### config.mk
export PLATFORM = sky130hd
export DESIGN_NAME = cnhd_ram
export DESIGN_NICKNAME = d
export VERILOG_FILES = /design/src/hdl/cnhd_ram.sv
export SDC_FILE = /design/constraint.sdc
export NUM_CORES = 1
export LEC_CHECK = 0
export BUFFER_PORTS_ARGS = -buffer_cell sky130_fd_sc_hd__clkbuf_2
export CAP_MARGIN = 10
export CORE_AREA = 3 3 98 100
export CTS_BUF_LIST = sky130_fd_sc_hd__clkbuf_8 sky130_fd_sc_hd__clkbuf_16
export CTS_CLUSTER_SIZE = 25
export DETAILED_ROUTE_END_ITERATION = 8
export DIE_AREA = 0 0 101 103
export PLACE_DENSITY_LB_ADDON = 0.1
export SLEW_MARGIN = 20
export SYNTH_ARGS = -nofsm -noshare
export SYNTH_HDL_FRONTEND = slang
export SYNTH_SLANG_ARGS = --single-unit
export TNS_END_PERCENT = 5
### constraint.sdc
create_clock -name i_clk -period 2.8 [get_ports i_clk]
set_input_delay 0.7 -clock i_clk [delete_from_list [all_inputs] [get_ports i_clk]]
set_output_delay 0.7 -clock i_clk [all_outputs]
set_load 0.05 [all_outputs]
### src/hdl/cnhd_ram.sv
// Generic single-clock RAM with one write port and one registered read port.
`timescale 1ns / 1ps

module cnhd_ram #(
    parameter int WIDTH = 8,
    parameter int DEPTH = 16
) (
    input  logic                     i_clk,
    input  logic                     i_we,
    input  logic [$clog2(DEPTH)-1:0] i_waddr,
    input  logic [WIDTH-1:0]         i_wdata,
    input  logic                     i_re,
    input  logic [$clog2(DEPTH)-1:0] i_raddr,
    output logic [WIDTH-1:0]         o_rdata
);

    logic [WIDTH-1:0] r_mem [DEPTH];
    logic [WIDTH-1:0] r_rdata;

    always_ff @(posedge i_clk) begin
        if (i_we) begin
            r_mem[i_waddr] <= i_wdata;
        end
        if (i_re) begin
            r_rdata <= r_mem[i_raddr];
        end
    end

    assign o_rdata = r_rdata;

endmodule

==> run summary, run 1 <==
Reg2reg start: r_mem[6][6]
CP Class: flop to output port
DRT iter0 DRCs: 216
Final period utilization: 66.61%
Total number of vias: 2454
Max Slew Vio Count: 0
Fill count: 544
CTS tree: done
CP Data Required Time: 2.10 ns
Post-synth net total: 248
Fin area: 6108 um2
Min Tclk post-route: 1.865 ns
Clock root buffer: clkbuf_8
Worst path cell trace: clkbuf_2
Top Ports: 27
Row cnt: 34
Hold buffers post-CTS: 0
Yosys reg bits: 136
Hold crit path type: input pin to flop
Setup-failing EPs final: 0
Sequential area share after synthesis: 78.12%
WP buf/inv: 1
VDD IR max: 406.6 uV
Final RePlAce weighted congestion: 0.7375
Initial Utilization: 59.65%
Avg Vias per Cell: 6.104
Routed WL per cell: 24.70 um
Final std cells w/o fill: 402
Synth area leader: edfxtp_1
CP max stage delay: 0.40 ns
Worst Setup End Kind: output port
Synth warn: 0
Clk_lat worst skew: 0.51 ns
Clock skew: 0.006684 ns
Startpoint Class: flop
1st-pass router iterations: 4
Worst R2R Setup Slack: 1.31 ns
Die Ht: 103 um
MaxCap Viol Count: 0
Postcts setup bufs: 0
Initial antenna violation count: 0
Core area: 8763 um2
Setup_tns: 0 ns
Synth area leaders: edfxtp_1 78%, mux4_2 7.8%, mux4_1 7.0%, a22oi_1 2.3%, nor2_1 0.93%
Min-delay src: i_re
DRC viols: 0
Avg Synthesized Cell Area: 22.83 um2
H-tree depth reported by CTS: 4
Most common cell after layout, fill and taps aside: edfxtp_1
Die W: 101 um
Status: finished clean
First-pass GRT wire length: 15210 um
Area Overhead vs Synth: 16.85%
DP Wirelength: 6008 um
Gate Count Post-Synth: 229
WP data arrival: 1.17 ns
CTS resizes: 0
Placed Area: 5567 um2
Unrepaired setup endpoints after global routing: no
Most frequent cells in the layout: 136 x edfxtp_1, 26 x clkbuf_2, 18 x mux4_2
Power Density: 744.6 nW/um2
Crit-path slowest cell: edfxtp_1
Yosys cell types: 18
Setup ws final: 0.9350 ns
Final nets: 301
Slew @ Worst Pin: 0.7426 ns
Clock Tree Buf Depth: 2
Clk slew on worst S/H paths: 0.06 ns
Vias in the first global route: 2477
Yosys top cell area share: 78.12%
Setup WS pre-CTS: 0.5295 ns
Lkg Pwr: 2.077 nW
Grt ovf: 0
Family with the most delay on the worst path: flip-flops
Pin count of the biggest net entering global routing: 33
Critical Path Start: o_rdata[3]
Final hold violation count: 0
Achievable Freq: 0.5362 GHz
N_diodes: 0
Detail Route Antenna Nets: 0
IO buf count: 26
Crit Path Max Fanout: 1
Total GRT Usage: 21.27%
Final core utilization: 69.70%
Inst Count DP: 371
Rel. slew slack: 50.39%
Layout cells sized above 1: 31.29%
Die area: 10400 um2
Sink Count: 136
WL final: 9929 um
Mapped cell area: 5228 um2
CTS Buf Count: 17
[state kept, by name, summed over array words and instances (netlist names)]
name     flops
r_mem      128
o_rdata      8
[area by class of cell]
type                    instances  area, um2  area share (%)
clock inverters                14      127.6           2.089
multi-input cells              83       1057           17.31
flip-flops and latches        136       4084           66.86
well taps                     108      135.1           2.212
repair buffers                 44      290.3           4.752
clock buffers                  17      414.1           6.780
[Yosys cell counts (all sizes together)]
library cell     n
nand3            1
nand2b           2
buf              7
nand2            9
and2b            1
clkdlybuf4s25    3
and2             1
a22oi           16
mux4            32
nor2            13
nor3             4
or3b             1
nor2b            1
edfxtp         136
nand3b           2
[per-layer routing]
layer | vias to the layer above | part of all wire [%] | GRT usage (%)
li1 | 1092 | - | -
met1 | 1250 | 44 | 31.11
met2 | 102 | 49 | 32.00
met3 | 10 | 6.6 | 5.751
met4 | 0 | 1.2 | 6.748
met5 | - | 0 | 0
[path summary, 6_finish.rpt]
kind,to,cells past startpoint
hold / removal,o_rdata[7],1
hold reg to reg,o_rdata[2],3
setup / recovery,o_rdata[3],1
setup reg to reg,o_rdata[6],3
[cell families (layout without fill, tap and decap cells)]
| kind of cell | after synthesis | count (layout) | synth area share, % |
|---|---|---|---|
| compound gates | 16 | 16 | 2.298 |
| flops | 136 | 136 | 78.12 |
| mux | 32 | 32 | 14.79 |
| buf+inv | 10 | 75 | 1.651 |
| simple gates | 35 | 35 | 3.136 |
[report_power, final]
group | internal, W | total [W] | leakage, nW | switching (W)
Sequential | 0.00229 | 0.00231 | 1.24 | 0.0000117
Combinational | 0.0000883 | 0.000240 | 0.583 | 0.000152
Clock | 0.00118 | 0.00200 | 0.258 | 0.000825
Total | 0.00356 | 0.00455 | 2.08 | 0.000988
[metrics by stage]
stage / power (W) / hold WS, ns
2_1_floorplan: 0.002496 / 0.7048
3_3_place_gp: 0.002584 / 0.7249
3_5_place_dp: 0.002591 / 0.7499
4_1_cts: 0.004583 / 0.5895
5_1_grt: 0.004715 / 0.5759
6_report: 0.004549 / 0.6005
No activity file was read; power rests on OpenSTA's default activity.
==> run 2, diff against run 1 <==
ABC_AREA = 1   (was unset)
CORE_AREA = 3 3 108 110   (was 3 3 98 100)
DIE_AREA = 0 0 111 113   (was 0 0 101 103)
clock period = 1.7 ns   (was 2.8 ns; I/O delays follow)
==> run summary, run 2 <==
Status: finished clean
Achievable Freq: 0.6169 GHz
Grt ovf: 0 (unchanged)
CP max stage delay: 0.41 ns (about the same)
WL final: 13630 um (+37%)
Family with the most delay on the worst path: flip-flops
Initial Utilization: 54.17% (-5.5 points)
First-pass GRT wire length: 21360 um (+40%)
Clock skew: 0.004341 ns (-0.002343 ns)
Startpoint Class: flop
Most common cell after layout, fill and taps aside: nand2_1
Rel. slew slack: 58.79% (+8.4 points)
Yosys cell types: 11 (-7)
Lkg Pwr: 2.999 nW (+44%)
Setup ws final: 0.07890 ns (-0.8561 ns)
Row cnt: 38 (+12%)
Synth area leader: edfxtp_1
Fin area: 6878 um2 (+13%)
Vias in the first global route: 3795 (+53%)
Clock Tree Buf Depth: 2 (unchanged)
Final std cells w/o fill: 751 (+87%)
Largest Register: r_mem
Initial antenna violation count: 0 (unchanged)
CP Class: flop to output port
Layout cells sized above 1: 13.58% (-18 points)
EDFF count, synth: 136 (unchanged)
Mapped cell area: 5847 um2 (+12%)
Placed Area: 6231 um2 (+12%)
Worst R2R Setup Slack: 0.54 ns (-0.77 ns)
Hold crit path type: input pin to flop
N_diodes: 0 (unchanged)
Synth area leaders: edfxtp_1 70%, nand2_1 11%, nand3_1 8.3%, inv_1 6.4%, buf_6 1.2%
Final hold violation count: 0 (unchanged)
Most frequent cells in the layout: 173 x nand2_1, 136 x edfxtp_1, 101 x inv_1
Total number of vias: 3923 (+60%)
Slew @ Worst Pin: 0.6173 ns (-0.1253 ns)
Core area: 10790 um2 (+23%)
DP Wirelength: 8296 um (+38%)
WP data arrival: 1.20 ns (+0.03 ns)
Clk slew on worst S/H paths: 0.06 ns (about the same)
Pin count of the biggest net entering global routing: 65 (+97%)
Final RePlAce weighted congestion: 0.8627 (+17%)
Crit Path Max Fanout: 1 (unchanged)
Async set-or-reset flop fraction in the synthesized netlist: 0% (unchanged)
CTS resizes: 0 (unchanged)
Gate Count Post-Synth: 551 (+140%)
CTS tree: done
Max FFs per register: 128 (unchanged)
Min Tclk post-route: 1.621 ns
Avg Synthesized Cell Area: 10.61 um2 (-54%)
Die area: 12540 um2 (+21%)
CTS Buf Count: 17 (unchanged)
Final period utilization: 95.36%
Top-count cell post-synth: nand2_1
Avg Vias per Cell: 5.224 (-14%)
Routed WL per cell: 18.15 um (-27%)
Inst Count DP: 719 (+94%)
Sink Count: 136 (unchanged)
1st-pass router iterations: 5 (+1)
Max Slew Vio Count: 0 (unchanged)
Unrepaired setup endpoints after global routing: no
Setup-failing EPs final: 0 (unchanged)
CP Data Required Time: 1.27 ns (-0.83 ns)
IO buf count: 26 (unchanged)
Hold buffers post-CTS: 0 (unchanged)
Synth Flop Type: edfxtp_1
Top Ports: 27 (unchanged)
Setup_tns: 0 ns (unchanged)
Fin Hold WS: 0.3060 ns (-0.2945 ns)
H-tree depth reported by CTS: 4 (unchanged)
Sequential area share after synthesis: 69.85% (-8.3 points)
Die W: 111 um (+9.9%)
Area Overhead vs Synth: 17.63%
Detail Route Antenna Nets: 0 (unchanged)
DRT iter0 DRCs: 313 (+45%)
Total GRT Usage: 23.01% (+1.7 points)
Clk_lat worst skew: 0.52 ns (about the same)
Yosys reg bits: 136 (unchanged)
MaxCap Viol Count: 0 (unchanged)
Crit-path slowest cell: edfxtp_1
WP buf/inv: 1 (unchanged)
Synth warn: 0 (unchanged)
Leading cell types by count after synthesis: 173 x nand2_1, 136 x edfxtp_1, 100 x inv_1, 97 x nand3_1, 17 x nor2_1
Worst path cell trace: clkbuf_2
VDD IR max: 707.7 uV (+74%)
Power Density: 1209 nW/um2 (+62%)
Clock root buffer: clkbuf_8
Final nets: 617 (+100%)
Yosys top cell area share: 69.85% (-8.3 points)
Setup WS pre-CTS: 0.02076 ns (-0.5087 ns)
Postcts setup bufs: 0 (unchanged)
Die Ht: 113 um (+9.7%)
Post-synth net total: 570 (+130%)
DRC viols: 0 (unchanged)
Worst Setup End Kind: output port
[run 2: worst paths after layout]
kind	from	endpoint	cells past startpoint
hold / removal	i_re	o_rdata[0]	1
hold reg to reg	r_mem[6][2]	o_rdata[2]	6
setup reg to reg	r_mem[3][7]	o_rdata[7]	6
setup / recovery	o_rdata[3]	o_rdata[3]	1
[run 2: cells by family after synthesis]
kind of cell | synth area share [%]
and+or+nand+nor | 20.76
DFF | 69.85
buffers and inverters | 9.394
[run 2: final cells by class]
cell class	count	area (um2)
Inverter	102	382.9
Clock inverter	15	232.7
Multi-Input combinational cell	289	1214
Tap cell	140	175.2
Clock buffer	17	414.1
Sequential cell	136	4084
Fill cell	843	3915
Timing Repair Buffer	52	375.4
[run 2: report_power, final]
| part | internal (W) | leakage, nW | switching [W] |
|---|---|---|---|
| sequential | 0.00378 | 1.24 | 0.0000219 |
| combinational | 0.000146 | 1.45 | 0.000382 |
| clock | 0.00266 | 0.310 | 0.00133 |
[run 2: layer usage]
layer / global-route usage [%] / wire length [um] / vias up
li1: - / - / 1878
met1: 32.85 / 6267 / 1866
met3: 6.364 / 987 / 24
met5: 0 / 0 / -
met4: 8.867 / 259 / 0
met2: 33.98 / 6116 / 155
[run 2: stage by stage]
| stage | power, W | util [%] |
|---|---|---|
| after floorplan | 0.004187 | - |
| after global placement | 0.004388 | 57.73 |
| after detailed placement | 0.004397 | 57.73 |
| after CTS | 0.008369 | 63.73 |
| after global routing | 0.008581 | 63.73 |
| final | 0.008317 | 63.73 |
